$ cat src/rtl/assert_macros.svh
// Assertion macros of the frame pacer RTL.
`ifndef ASSERT_MACROS_SVH
`define ASSERT_MACROS_SVH
`ifndef SYNTHESIS
// Check a property on every rising edge once reset is released.
`define FPSD_ASSERT(lbl, clk, rstn, prop) \
  lbl: assert property (@(posedge clk) disable iff (!rstn) (prop)) \
    else $error("fpsd assertion failed");
// Check that a condition never holds on a rising edge outside reset.
`define FPSD_ASSERT_NEVER(lbl, clk, rstn, cond) \
  lbl: assert property (@(posedge clk) disable iff (!rstn) !(cond)) \
    else $error("fpsd forbidden condition seen");
`else
`define FPSD_ASSERT(lbl, clk, rstn, prop)
`define FPSD_ASSERT_NEVER(lbl, clk, rstn, cond)
`endif
`endif

$ cat src/rtl/fpsd_pkg.sv
// Shared types, widths and codes of the frame pacer.
package fpsd_pkg;

  localparam int SMOOTH_DEPTH = 16;
  localparam int TIME_W       = 48;
  localparam int DELTA_W      = 24;
  localparam int COUNT_W      = 32;
  localparam int CFG_IDX_W    = 3;
  localparam int RING_AW      = $clog2(SMOOTH_DEPTH);
  localparam int SUM_W        = DELTA_W + $clog2(SMOOTH_DEPTH);
  localparam int CNT_W        = $clog2(SMOOTH_DEPTH + 1);
  localparam int DCNT_W       = $clog2(SUM_W + 1);

  localparam logic [DELTA_W-1:0] MAX_DELTA_RST     = DELTA_W'(100000);
  localparam logic [DELTA_W-1:0] DEFAULT_DELTA_RST = DELTA_W'(16667);

  typedef enum logic [CFG_IDX_W-1:0] {
    CFG_LIMIT_EN    = 3'd0,
    CFG_SMOOTH_EN   = 3'd1,
    CFG_TARGET      = 3'd2,
    CFG_MAX_DELTA   = 3'd3,
    CFG_DEFAULT_DLT = 3'd4
  } cfg_idx_e;

  typedef enum logic [1:0] {
    MODE_FRAME   = 2'd0,
    MODE_RENDER  = 2'd1,
    MODE_RESTART = 2'd2
  } mode_e;

  typedef enum logic [2:0] {
    ST_IDLE,
    ST_EVAL,
    ST_RING,
    ST_DIV,
    ST_COMMIT,
    ST_OUT
  } state_e;

  typedef struct packed {
    logic capture;
    logic eval;
    logic ring_upd;
    logic div_step;
    logic commit;
    logic load_out;
  } cmd_t;

  typedef struct packed {
    logic [1:0] mode;
    logic       gated;
    logic       smooth_en;
    logic       div_last;
    logic       out_free;
  } status_t;

endpackage

$ cat src/rtl/frame_pacer_smoothed_delta.sv
// Top level of the frame pacer with smoothed frame delta.
//
// Input channel: now_us_i (48-bit time in us) and mode_i (frame update,
// mark rendered, restart) move as one beat on in_valid_i / in_stall_o.
// Output channel: one result beat per input beat on out_valid_o /
// out_stall_i, carrying the frame statistics after that item.
// Configuration: write cfg_wdata_i into register cfg_idx_i while cfg_we_i
// is high; only while the block is idle. Unknown indexes are dropped.
// Sequencing: a beat is taken only in the idle state, so one item is in flight
// at a time. A smoothed frame update steps through evaluate, ring update,
// one quotient bit a cycle over the 28-bit running sum, commit and result
// load. A raw frame update skips the ring update and the divider; mark,
// restart, gated or ignored items go from evaluate straight to result load.
// The divider is the longest step for smoothed frames.
// The result register parts the two sides: the next beat is taken while a
// result still waits; a stalled receiver holds the result steady and the
// block parks its next result until the register frees.
// Reset: registers go to their default values, statistics clear, the ring
// empties; no clearing pass is needed and beats are taken at once.
module frame_pacer_smoothed_delta (
  input  logic                                clk_i,
  input  logic                                rst_ni,
  input  logic                                cfg_we_i,
  input  logic [fpsd_pkg::CFG_IDX_W-1:0]      cfg_idx_i,
  input  logic [fpsd_pkg::DELTA_W-1:0]        cfg_wdata_i,
  input  logic                                in_valid_i,
  output logic                                in_stall_o,
  input  logic [fpsd_pkg::TIME_W-1:0]         now_us_i,
  input  logic [1:0]                          mode_i,
  output logic                                out_valid_o,
  input  logic                                out_stall_i,
  output logic                                frame_advanced_o,
  output logic [fpsd_pkg::DELTA_W-1:0]        delta_us_o,
  output logic [fpsd_pkg::TIME_W-1:0]         elapsed_us_o,
  output logic [fpsd_pkg::COUNT_W-1:0]        frames_done_o,
  output logic [fpsd_pkg::DELTA_W-1:0]        min_delta_us_o,
  output logic [fpsd_pkg::DELTA_W-1:0]        max_delta_us_seen_o,
  output logic [fpsd_pkg::DELTA_W-1:0]        wait_us_o
);

  fpsd_pkg::cmd_t    cmd;
  fpsd_pkg::status_t status;

  // Sequencer: takes beats, steps through evaluate, ring, divide, commit, result load.
  fpsd_ctrl u_ctrl (
    .clk_i      (clk_i),
    .rst_ni     (rst_ni),
    .in_valid_i (in_valid_i),
    .in_stall_o (in_stall_o),
    .status_i   (status),
    .cmd_o      (cmd)
  );

  // Datapath: configuration, pacer state, ring memory, divider, result.
  fpsd_dp u_dp (
    .clk_i               (clk_i),
    .rst_ni              (rst_ni),
    .cfg_we_i            (cfg_we_i),
    .cfg_idx_i           (cfg_idx_i),
    .cfg_wdata_i         (cfg_wdata_i),
    .now_us_i            (now_us_i),
    .mode_i              (mode_i),
    .out_stall_i         (out_stall_i),
    .out_valid_o         (out_valid_o),
    .frame_advanced_o    (frame_advanced_o),
    .delta_us_o          (delta_us_o),
    .elapsed_us_o        (elapsed_us_o),
    .frames_done_o       (frames_done_o),
    .min_delta_us_o      (min_delta_us_o),
    .max_delta_us_seen_o (max_delta_us_seen_o),
    .wait_us_o           (wait_us_o),
    .cmd_i               (cmd),
    .status_o            (status)
  );

endmodule

$ cat src/rtl/fpsd_ctrl.sv
// Sequencing state machine of the frame pacer.
`include "assert_macros.svh"

module fpsd_ctrl (
  input  logic               clk_i,
  input  logic               rst_ni,
  input  logic               in_valid_i,
  output logic               in_stall_o,
  input  fpsd_pkg::status_t  status_i,
  output fpsd_pkg::cmd_t     cmd_o
);

  fpsd_pkg::state_e state_q, state_d;

  always_ff @(posedge clk_i or negedge rst_ni) begin
    if (!rst_ni) begin
      state_q <= fpsd_pkg::ST_IDLE;
    end else begin
      state_q <= state_d;
    end
  end

  always_comb begin
    state_d    = state_q;
    cmd_o      = '0;
    in_stall_o = 1'b1;
    unique case (state_q)
      fpsd_pkg::ST_IDLE: begin
        in_stall_o = 1'b0;
        if (in_valid_i) begin
          cmd_o.capture = 1'b1;
          state_d       = fpsd_pkg::ST_EVAL;
        end
      end
      fpsd_pkg::ST_EVAL: begin
        cmd_o.eval = 1'b1;
        if (status_i.mode == fpsd_pkg::MODE_FRAME && !status_i.gated) begin
          state_d = status_i.smooth_en ? fpsd_pkg::ST_RING : fpsd_pkg::ST_COMMIT;
        end else begin
          state_d = fpsd_pkg::ST_OUT;
        end
      end
      fpsd_pkg::ST_RING: begin
        cmd_o.ring_upd = 1'b1;
        state_d        = fpsd_pkg::ST_DIV;
      end
      fpsd_pkg::ST_DIV: begin
        cmd_o.div_step = 1'b1;
        if (status_i.div_last) begin
          state_d = fpsd_pkg::ST_COMMIT;
        end
      end
      fpsd_pkg::ST_COMMIT: begin
        cmd_o.commit = 1'b1;
        state_d      = fpsd_pkg::ST_OUT;
      end
      fpsd_pkg::ST_OUT: begin
        if (status_i.out_free) begin
          cmd_o.load_out = 1'b1;
          state_d        = fpsd_pkg::ST_IDLE;
        end
      end
      default: begin
        state_d = fpsd_pkg::ST_IDLE;
      end
    endcase
  end

  // An accepted beat always moves straight on to evaluation.
  `FPSD_ASSERT(a_capture_to_eval, clk_i, rst_ni,
    (state_q == fpsd_pkg::ST_IDLE && in_valid_i) |=> (state_q == fpsd_pkg::ST_EVAL))
  // A gated frame update never reaches the commit step.
  `FPSD_ASSERT(a_gated_skips_commit, clk_i, rst_ni,
    (state_q == fpsd_pkg::ST_EVAL && status_i.gated &&
     status_i.mode == fpsd_pkg::MODE_FRAME) |=> (state_q == fpsd_pkg::ST_OUT))
  // The ring update is always followed by the divider.
  `FPSD_ASSERT(a_ring_then_div, clk_i, rst_ni,
    (state_q == fpsd_pkg::ST_RING) |=> (state_q == fpsd_pkg::ST_DIV))
  // Never load a result over one still waiting for the receiver.
  `FPSD_ASSERT_NEVER(a_no_overwrite, clk_i, rst_ni,
    cmd_o.load_out && !status_i.out_free)

endmodule

$ cat src/rtl/fpsd_dp.sv
// Datapath of the frame pacer: registers, statistics, ring, divider, result.
module fpsd_dp (
  input  logic                                clk_i,
  input  logic                                rst_ni,
  input  logic                                cfg_we_i,
  input  logic [fpsd_pkg::CFG_IDX_W-1:0]      cfg_idx_i,
  input  logic [fpsd_pkg::DELTA_W-1:0]        cfg_wdata_i,
  input  logic [fpsd_pkg::TIME_W-1:0]         now_us_i,
  input  logic [1:0]                          mode_i,
  input  logic                                out_stall_i,
  output logic                                out_valid_o,
  output logic                                frame_advanced_o,
  output logic [fpsd_pkg::DELTA_W-1:0]        delta_us_o,
  output logic [fpsd_pkg::TIME_W-1:0]         elapsed_us_o,
  output logic [fpsd_pkg::COUNT_W-1:0]        frames_done_o,
  output logic [fpsd_pkg::DELTA_W-1:0]        min_delta_us_o,
  output logic [fpsd_pkg::DELTA_W-1:0]        max_delta_us_seen_o,
  output logic [fpsd_pkg::DELTA_W-1:0]        wait_us_o,
  input  fpsd_pkg::cmd_t                      cmd_i,
  output fpsd_pkg::status_t                   status_o
);

  localparam int TW = fpsd_pkg::TIME_W;
  localparam int DW = fpsd_pkg::DELTA_W;
  localparam int SW = fpsd_pkg::SUM_W;
  localparam int AW = fpsd_pkg::RING_AW;
  localparam int CW = fpsd_pkg::CNT_W;
  localparam int KW = fpsd_pkg::DCNT_W;

  // configuration
  logic          limit_en_q, smooth_en_q;
  logic [DW-1:0] target_q, max_clamp_q, default_q;

  // captured beat and per-item working values
  logic [TW-1:0] now_q;
  logic [1:0]    mode_q;
  logic [DW-1:0] raw_q, wait_q;
  logic          adv_q;

  // pacer state
  logic [TW-1:0]                 last_frame_q, last_render_q, elapsed_q;
  logic [DW-1:0]                 cur_delta_q, min_q, max_q;
  logic [fpsd_pkg::COUNT_W-1:0]  frames_q;
  logic [AW-1:0]                 ptr_q;
  logic                          full_q;
  logic [SW-1:0]                 sum_q;

  // ring memory
  logic [DW-1:0] ring_mem [fpsd_pkg::SMOOTH_DEPTH];
  logic [DW-1:0] ring_rd_q;

  // divider
  logic [CW:0]   rem_q;
  logic [SW-1:0] quo_q;
  logic [CW-1:0] den_q;
  logic [KW-1:0] dcnt_q;

  // output register
  logic          out_valid_q;
  logic          adv_out_q;
  logic [DW-1:0] delta_out_q, min_out_q, max_out_q, wait_out_q;
  logic [TW-1:0] elapsed_out_q;
  logic [fpsd_pkg::COUNT_W-1:0] frames_out_q;

  // gate and interval evaluation
  logic          render_ok, frame_ok, gated;
  logic [TW-1:0] since, diff;
  logic [DW-1:0] wait_val, raw_val;

  assign render_ok = (now_q >= last_render_q);
  assign since     = now_q - last_render_q;
  assign gated     = limit_en_q && (target_q != '0) &&
                     (!render_ok || (since < {{(TW-DW){1'b0}}, target_q}));
  assign wait_val  = target_q - (render_ok ? since[DW-1:0] : '0);

  assign frame_ok  = (now_q >= last_frame_q);
  assign diff      = now_q - last_frame_q;
  always_comb begin
    if (!frame_ok) begin
      raw_val = '0;
    end else if (diff > {{(TW-DW){1'b0}}, max_clamp_q}) begin
      raw_val = max_clamp_q;
    end else begin
      raw_val = diff[DW-1:0];
    end
  end

  // ring update values
  logic [AW-1:0] ptr_nxt;
  logic          full_nxt;
  logic [SW-1:0] sum_nxt;
  logic [CW-1:0] count_nxt;

  assign ptr_nxt   = (ptr_q == AW'(fpsd_pkg::SMOOTH_DEPTH - 1)) ? '0 : ptr_q + 1'b1;
  assign full_nxt  = full_q || (ptr_nxt == '0);
  assign sum_nxt   = sum_q - (full_q ? SW'(ring_rd_q) : '0) + SW'(raw_q);
  assign count_nxt = full_nxt ? CW'(fpsd_pkg::SMOOTH_DEPTH) : CW'(ptr_nxt);

  // one restoring division step
  logic [CW:0]   shifted;
  logic [CW+1:0] trial;
  assign shifted = {rem_q[CW-1:0], quo_q[SW-1]};
  assign trial   = {1'b0, shifted} - {2'b00, den_q};

  // commit values
  logic [DW-1:0] d_val;
  logic [TW:0]   elapsed_sum;
  assign d_val       = smooth_en_q ? quo_q[DW-1:0] : raw_q;
  assign elapsed_sum = {1'b0, elapsed_q} + (TW+1)'(d_val);

  logic out_free;
  assign out_free = !out_valid_q || !out_stall_i;

  assign status_o.mode      = mode_q;
  assign status_o.gated     = gated;
  assign status_o.smooth_en = smooth_en_q;
  assign status_o.div_last  = (dcnt_q == KW'(SW - 1));
  assign status_o.out_free  = out_free;

  // configuration writes
  always_ff @(posedge clk_i or negedge rst_ni) begin
    if (!rst_ni) begin
      limit_en_q  <= 1'b0;
      smooth_en_q <= 1'b1;
      target_q    <= '0;
      max_clamp_q <= fpsd_pkg::MAX_DELTA_RST;
      default_q   <= fpsd_pkg::DEFAULT_DELTA_RST;
    end else if (cfg_we_i) begin
      case (cfg_idx_i)
        fpsd_pkg::CFG_LIMIT_EN:    limit_en_q  <= cfg_wdata_i[0];
        fpsd_pkg::CFG_SMOOTH_EN:   smooth_en_q <= cfg_wdata_i[0];
        fpsd_pkg::CFG_TARGET:      target_q    <= cfg_wdata_i;
        fpsd_pkg::CFG_MAX_DELTA:   max_clamp_q <= cfg_wdata_i;
        fpsd_pkg::CFG_DEFAULT_DLT: default_q   <= cfg_wdata_i;
        default: ;
      endcase
    end
  end

  // capture beat; working values need no reset
  always_ff @(posedge clk_i) begin
    if (cmd_i.capture) begin
      now_q  <= now_us_i;
      mode_q <= mode_i;
    end
    if (cmd_i.eval) begin
      raw_q  <= raw_val;
      wait_q <= (mode_q == fpsd_pkg::MODE_FRAME && gated) ? wait_val : '0;
    end
  end

  // pacer state
  always_ff @(posedge clk_i or negedge rst_ni) begin
    if (!rst_ni) begin
      last_frame_q  <= '0;
      last_render_q <= '0;
      cur_delta_q   <= fpsd_pkg::DEFAULT_DELTA_RST;
      elapsed_q     <= '0;
      frames_q      <= '0;
      min_q         <= '1;
      max_q         <= '0;
      ptr_q         <= '0;
      full_q        <= 1'b0;
      sum_q         <= '0;
      adv_q         <= 1'b0;
    end else begin
      if (cmd_i.eval) begin
        adv_q <= 1'b0;
        case (mode_q)
          fpsd_pkg::MODE_RENDER: begin
            last_render_q <= now_q;
          end
          fpsd_pkg::MODE_RESTART: begin
            last_frame_q  <= now_q;
            last_render_q <= now_q;
            cur_delta_q   <= default_q;
            elapsed_q     <= '0;
            frames_q      <= '0;
            min_q         <= '1;
            max_q         <= '0;
            ptr_q         <= '0;
            full_q        <= 1'b0;
            sum_q         <= '0;
          end
          default: ;
        endcase
      end
      if (cmd_i.ring_upd) begin
        ptr_q  <= ptr_nxt;
        full_q <= full_nxt;
        sum_q  <= sum_nxt;
      end
      if (cmd_i.commit) begin
        adv_q        <= 1'b1;
        cur_delta_q  <= d_val;
        last_frame_q <= now_q;
        elapsed_q    <= elapsed_sum[TW] ? '1 : elapsed_sum[TW-1:0];
        frames_q     <= frames_q + 1'b1;
        if (d_val < min_q) begin
          min_q <= d_val;
        end
        if (d_val > max_q) begin
          max_q <= d_val;
        end
      end
    end
  end

  // ring memory: read the slot about to be replaced, then overwrite it
  always_ff @(posedge clk_i) begin
    if (cmd_i.eval) begin
      ring_rd_q <= ring_mem[ptr_q];
    end
    if (cmd_i.ring_upd) begin
      ring_mem[ptr_q] <= raw_q;
    end
  end

  // sequential divider: one quotient bit per cycle
  always_ff @(posedge clk_i) begin
    if (cmd_i.ring_upd) begin
      quo_q  <= sum_nxt;
      rem_q  <= '0;
      den_q  <= count_nxt;
      dcnt_q <= '0;
    end else if (cmd_i.div_step) begin
      if (!trial[CW+1]) begin
        rem_q <= trial[CW:0];
        quo_q <= {quo_q[SW-2:0], 1'b1};
      end else begin
        rem_q <= shifted;
        quo_q <= {quo_q[SW-2:0], 1'b0};
      end
      dcnt_q <= dcnt_q + 1'b1;
    end
  end

  // result register
  always_ff @(posedge clk_i or negedge rst_ni) begin
    if (!rst_ni) begin
      out_valid_q <= 1'b0;
    end else if (cmd_i.load_out) begin
      out_valid_q <= 1'b1;
    end else if (!out_stall_i) begin
      out_valid_q <= 1'b0;
    end
  end

  always_ff @(posedge clk_i) begin
    if (cmd_i.load_out) begin
      adv_out_q     <= adv_q;
      delta_out_q   <= cur_delta_q;
      elapsed_out_q <= elapsed_q;
      frames_out_q  <= frames_q;
      min_out_q     <= min_q;
      max_out_q     <= max_q;
      wait_out_q    <= wait_q;
    end
  end

  assign out_valid_o         = out_valid_q;
  assign frame_advanced_o    = adv_out_q;
  assign delta_us_o          = delta_out_q;
  assign elapsed_us_o        = elapsed_out_q;
  assign frames_done_o       = frames_out_q;
  assign min_delta_us_o      = min_out_q;
  assign max_delta_us_seen_o = max_out_q;
  assign wait_us_o           = wait_out_q;

endmodule

$ cat config.mk
export PLATFORM = sky130hd
export DESIGN_NAME = frame_pacer_smoothed_delta
export DESIGN_NICKNAME = d
export VERILOG_FILES = /design/src/rtl/fpsd_pkg.sv /design/src/rtl/frame_pacer_smoothed_delta.sv /design/src/rtl/fpsd_ctrl.sv /design/src/rtl/fpsd_dp.sv
export VERILOG_INCLUDE_DIRS = /design/src /design/src/rtl
export SDC_FILE = /design/constraint.sdc
export NUM_CORES = 2
export LEC_CHECK = 0
export ABC_AREA = 1
export BUFFER_PORTS_ARGS = -buffer_cell sky130_fd_sc_hd__buf_2
export CAP_MARGIN = 15
export CORE_MARGIN = 5
export CORE_UTILIZATION = 45
export CTS_CLUSTER_SIZE = 12
export DETAILED_ROUTE_END_ITERATION = 10
export HOLD_SLACK_MARGIN = 0.15
export SLEW_MARGIN = 0
export SYNTH_ARGS = -nofsm -noshare
export SYNTH_HDL_FRONTEND = slang
export SYNTH_SLANG_ARGS = --single-unit
$ cat constraint.sdc
create_clock -name clk_i -period 9.62 [get_ports clk_i]
set_clock_uncertainty 0.2 [all_clocks]
set_input_delay 1.924 -clock clk_i [delete_from_list [all_inputs] [get_ports clk_i]]
set_output_delay 1.924 -clock clk_i [all_outputs]
set_load 0.02 [all_outputs]
== Word level (Yosys, flattened, before mapping) ==
Memories as Yosys holds them, arrays and structs flattened. A register that Yosys moved wholly into a read port is not among the register bits.
Cells that the tools add are included.
Word-level totals
  register bits after elaboration: 678
  RAM bits: 384
  input bits: 82
  output and inout bits: 179
  word-level logic and storage cells: 160
  memories kept: 1
Cells by class
  add/sub/neg operators: 10
  order comparisons: 6
  eq/ne operators: 17
  multiplexer cells: 61
  reductions and logical operators: 31
Memory list
  u_dp.ring_mem: words 16, width 24, read ports 1, clocked after Yosys merged registers in 1, wr ports 1, RTL line fpsd_dp.sv:49  | logic [DW-1:0] ring_mem [fpsd_pkg::SMOOTH_DEPTH];
Operator list (number)
  $mux 24: 15
  $mux 48: 7
  $mux 28: 5
  $ge 48x48->1: 2
  $mux 32: 3
  $sub 48x48->48: 2
  $add 48x24->49: 1
  $gt 48x24->1: 1
  $lt 48x24->1: 1
  $add 32x1->32 const B: 1
  $add 28x24->28: 1
  $sub 28x28->28: 1
  $gt 24x24->1: 1
  $lt 24x24->1: 1
  $reduce_bool 24->1: 1
  $sub 24x24->24: 1
  $mux 1: 19
  $pmux 3 s6: 1
  $mux 4: 4
  $reduce_and 2->1: 8
  $mux 3: 5
  $eq 3x2->1 const B: 4
  $mux 5: 2
  $reduce_bool 2->1: 5
  19 further kinds: 33

== Depth between registers and ports, before layout ==
  word-level depth: 8
  depth in mapped cells: 36
  gate-level depth less buffers: 36

== Modules after synthesis ==
From an unflattened synthesis, not the netlist that was laid out.
Unflattened totals
  cell total of the unflattened synthesis: 6442
  area, all modules: 57333.7 um^2
By module, submodules not included
  fpsd_dp: instances 1, cells an instance 6398, area each 57056.0 um^2, seq. area each 30688.2 um^2
  fpsd_ctrl: instances 1, cells an instance 44, area each 277.8 um^2, seq. area each 75.1 um^2

== Least setup slack after synthesis ==
No wires, ideal clock.
  path type: input -> register
  start: in out_stall_i
  end: reg u_dp.delta_out_q[0] (netlist: u_dp.delta_us_o[0]), enable pin
  setup time: 0.774 ns
  data arrival time: 10.443 ns
  data required time: 8.646 ns
  slack: -1.796 ns
  stages: 1
  path buffers: 0
  cell sequence: a21oi_1
Between the ends
  word-level cells in the longest chain between the ends: 4
RTL lines
  start, declared: RTL line frame_pacer_smoothed_delta.sv:31  | input logic out_stall_i,
  $logic_not 1->1: RTL line fpsd_dp.sv:112  | assign out_free = !out_valid_q || !out_stall_i;
  $logic_or 1x1->1: RTL line fpsd_dp.sv:112
  $mux 1: RTL line fpsd_ctrl.sv:58  | if (status_i.out_free) begin
  $mux 1: RTL line fpsd_ctrl.sv:27  | unique case (state_q)
  end signal, assigned: RTL line fpsd_dp.sv:252  | delta_out_q <= cur_delta_q;
  end, declared: RTL line fpsd_dp.sv:61  | logic [DW-1:0] delta_out_q, min_out_q, max_out_q, wait_out_q;
No other way between the ends.
A chain may end at the register's enable or synchronous reset.

== Worst setup path in the final report ==
  start: reg u_dp.now_q[0]
  end: reg u_dp.wait_q[16] (data pin)
Between the ends
  word-level cells in the longest chain between the ends: 5
  elaborated cells between the ends (all ways): 9
  classes of those cells: 2 x add/sub; 2 x order compare; 1 x mux; 4 x reduce/logical
RTL lines
  start, declared: RTL line fpsd_dp.sv:35  | logic [TW-1:0] now_q;
  start signal, assigned: RTL line fpsd_dp.sv:143  | now_q <= now_us_i;
  $sub 48x48->48 / $ge 48x48->1 (equally long branches): RTL line fpsd_dp.sv:71, fpsd_dp.sv:70
  $lt 48x24->1 / $logic_not 1->1 (equally long branches): RTL line fpsd_dp.sv:73  | (!render_ok || (since < {{(TW-DW){1'b0}}, target_q}));
  $logic_or 1x1->1: RTL line fpsd_dp.sv:73
  $logic_and 1x1->1: RTL line fpsd_dp.sv:72  | assign gated = limit_en_q && (target_q != '0) &&
  $logic_and 1x1->1: RTL line fpsd_dp.sv:148  | wait_q <= (mode_q == fpsd_pkg::MODE_FRAME && gated) ? wait_val : '0;
  end signal, assigned: RTL line fpsd_dp.sv:148
  end, declared: RTL line fpsd_dp.sv:37  | logic [DW-1:0] raw_q, wait_q;
Several ways; a longest one is shown, not always the timed one.

==> results_dict.tcl <==
set metrics [dict create \
    ys_warn_count 0 \
    critical_path.top_delay_family "simple AND/OR/NAND/NOR gates" \
    slowest_stage "fa_1" \
    r2r_cells 36 \
    areaGrowthSynthToFinish_pct 12.6 \
    grt_pass1_vias 40900 \
    hold_viol 0 \
    crit_fanout 25 \
    layout.cells.non_filler 8097 \
    postSynthCellCount 6081 \
    ir_worst_vdd_uv 323 \
    rsz0062_at_grt "false" \
    worstPathRequired_ns 9.98 \
    cts_tree "built" \
    port_buffers 260 \
    max_freq_mhz 178 \
    gp_congestion 0.965 \
    ant_nets 0 \
    cts_resized 0 \
    tightest_slew_ns 1.10 \
    rr_startpoint "u_dp.now_q[0]" \
    drv_cap 0 \
    synth-seq-area-share_pct 55.0 \
    die_area_sq_um 132000 \
    synthMuxAreaShare_pct 0.0358 \
    hold_buffers 0 \
    grt_usage_pct 24.3 \
    crit_path_start_kind "flip-flop" \
    antenna_found_initial 16 \
    postCtsSetupBuffers 0 \
    clock-sinks 1086 \
    vias 43200 \
    clockBufferDepth 3 \
    seqPwrFrac_pct 33.3 \
    netlist_area_sq_um 56000 \
    synth-adder-area-share_pct 7.25 \
    synthFlopType "edfxtp_1" \
    remaining_drc_errors 0 \
    crit_type "flip-flop to flip-flop" \
    p_sw_uw 9430 \
    first_pass_iters 6 \
    synth.avg_cell_area_sq_um 9.20 \
    slew-limit-headroom_pct 26.4 \
    slowest_delay_ns 0.41 \
    clockRootBuffer "clkbuf_16" \
    combPwrFrac_pct 46.8 \
    yosys-top-cells-area "edfxtp_1 38%, dfrtp_1 14%, nand2_1 8.8%, ha_1 6.2%, inv_1 5.7%" \
    yosys.area_share.simple_pct 17.4 \
    switching_share_pct 43.8 \
    hold_depth 0 \
    synth_top_area_share_pct 38.4 \
    worstSetupEndpointType "flip-flop" \
    async_reset_ff_share_pct 33.1 \
    synth-seq-cells 1086 \
    htree_num_levels 3 \
    cp-startpoint "u_dp.now_q[0]" \
    via_per_inst 5.34 \
    io_pins 261 \
    reg2reg_setup_slack_ns 3.99 \
    coreArea_sq_um 124000 \
    synth.distinct_cells 68 \
    synth-compound-area-share_pct 11.6 \
    yosys.area_share.xor_xnor_pct 1.62 \
    fin_crit_sh_pct 58.5 \
    die_height_um 363 \
    numCtsBuffers 114 \
    p_leak_uw 0.0276 \
    gr-total-overflow 0 \
    die_x_um 363 \
    synth_top_family_by_area "simple AND/OR/NAND/NOR gates" \
    p_per_area_nw_per_um2 342 \
    synth_most_common_cell "nand2_1" \
    synth_fp_nets 6470 \
    setup_violations 0 \
    drtIter0Drc 4196 \
    maxSlewViolCount 0 \
    clkTransAtPathRegs_ns 0.06 \
    drive_gt1_share_pct 10.4 \
    grt_pass1_wl_um 247000 \
    clock_latency_ns 0.75 \
    p_int_uw 12100 \
    place_hpwl_um 116000 \
    finalNetCount 6745 \
    dp_cells 7877 \
    arrival_ns 5.98 \
    hp-class "flip-flop to flip-flop" \
    netlist_top_cells_count "1307 x nand2_1, 849 x inv_1, 716 x edfxtp_1, 653 x nor2_1, 566 x o21ai_0" \
    synth_edf_count 716 \
    wirelength_um 162000 \
    cpMostUsedCell "nand2_1" \
    initial_core_util_pct 45.3 \
    clkPwrFrac_pct 20.0 \
    holdPathEnd "u_dp.wait_us_o[8]" \
    period_needed_ns 5.63 \
    status "completed" \
    min_from "u_dp.wait_q[8]" \
    grt_max_degree 178 \
    row_count 129 \
    wl_per_cell_um 20.1 \
    r2r-end "u_dp.wait_q[16]" \
    tns_ns 0 \
    synth_top_area_cell "edfxtp_1" \
    crit_buf_inv 4 \
]
[layer usage]
metal  part of all wire, %  track usage, %  vias up
li1                      -               -    20900
met1                    45            34.6    20600
met2                    44            37.9     1441
met3                   7.4            4.22      251
met4                   3.4            8.39        6
met5                 0.018               0        -
[sequential cells by signal (all words and copies together), names as in the netlist, 28 cells and up]
| name | flops |
|---|---|
| u_dp.elapsed_us_o | 48 |
| u_dp.now_q | 48 |
| u_dp.last_render_q | 48 |
| u_dp.quo_q | 28 |
| u_dp.frames_q | 32 |
| u_dp.last_frame_q | 48 |
| u_dp.ring_mem | 384 |
| u_dp.sum_q | 28 |
| u_dp.elapsed_q | 48 |
| u_dp.frames_done_o | 32 |
[power by group through the flow]
stage / logic, uW / clock network, uW / registers [uW]
2_1_floorplan: 7010 / 0 / 7140
3_3_place_gp: 9860 / 0 / 7220
3_5_place_dp: 9990 / 0 / 7250
4_1_cts: 10000 / 4380 / 7160
5_1_grt: 11400 / 4600 / 7260
6_report: 10100 / 4300 / 7160
[cell type report]
| type | count | area (sq um) |
|---|---|---|
| Inverter | 867 | 3260 |
| Timing Repair Buffer | 333 | 1880 |
| Clock buffer | 171 | 3230 |
| Sequential cell | 1086 | 30800 |
| Multi-Input combinational cell | 3954 | 21400 |
| Antenna cell | 9 | 22.5 |
| Clock inverter | 40 | 415 |
| Fill cell | 11600 | 60700 |
| Tap cell | 1637 | 2050 |
[kinds of logic (layout without fill, tap and decap cells)]
kind of cell,count (synthesis),count (layout)
flops,1086,1086
compound gates,1184,1184
other cells,0,9
mux,2,2
buf+inv,1041,1411
simple gates,2359,2359
xor+xnor,102,102
fa+ha+maj,307,307
[per-stage QoR]
stage	setup slack (ns)	hold slack [ns]	total power (uW)	area [sq um]	util, %
finish	3.99	0.201	21500	63000	50.9
global route	3.39	0.217	23300	63000	50.9
CTS	4.01	0.193	21600	63000	50.9
detailed placement	4.07	0.205	17200	59300	48.0
global placement	4.23	0.205	17100	59300	48.0
floorplan	2.22	0.200	14100	56000	-
[how the worst max path moves through the flow]
stage,end,slack (ns),depth (start not counted)
6_report,u_dp.wait_q[16],3.99,36
3_3_place_gp,u_dp.wait_q[16],4.23,36
2_1_floorplan,u_dp.delta_us_o[0],2.22,1
5_1_grt,u_dp.wait_q[18],3.39,36
4_1_cts,u_dp.wait_q[16],4.01,36
3_5_place_dp,u_dp.wait_q[16],4.07,36
[layout by cell type (no fill, tap or decap), drive strengths merged, types with 10 or more instances in the layout]
cell and n:
a21o 19, a21oi 334, a31oi 48, buf 333
clkbuf 171, clkinv 35, dfrtp 317, dfstp 43
dfxtp 10, edfxtp 716, fa 29, ha 278
inv 865, nand2 1329, nand3 195, nand3b 13
nand4 68, nor2 665, nor3 44, nor4 26
o211ai 30, o21a 12, o21ai 580, o21bai 16
o22ai 106, or2 13, xnor2 23, xor2 79
Power figures use the tool's default switching activity.
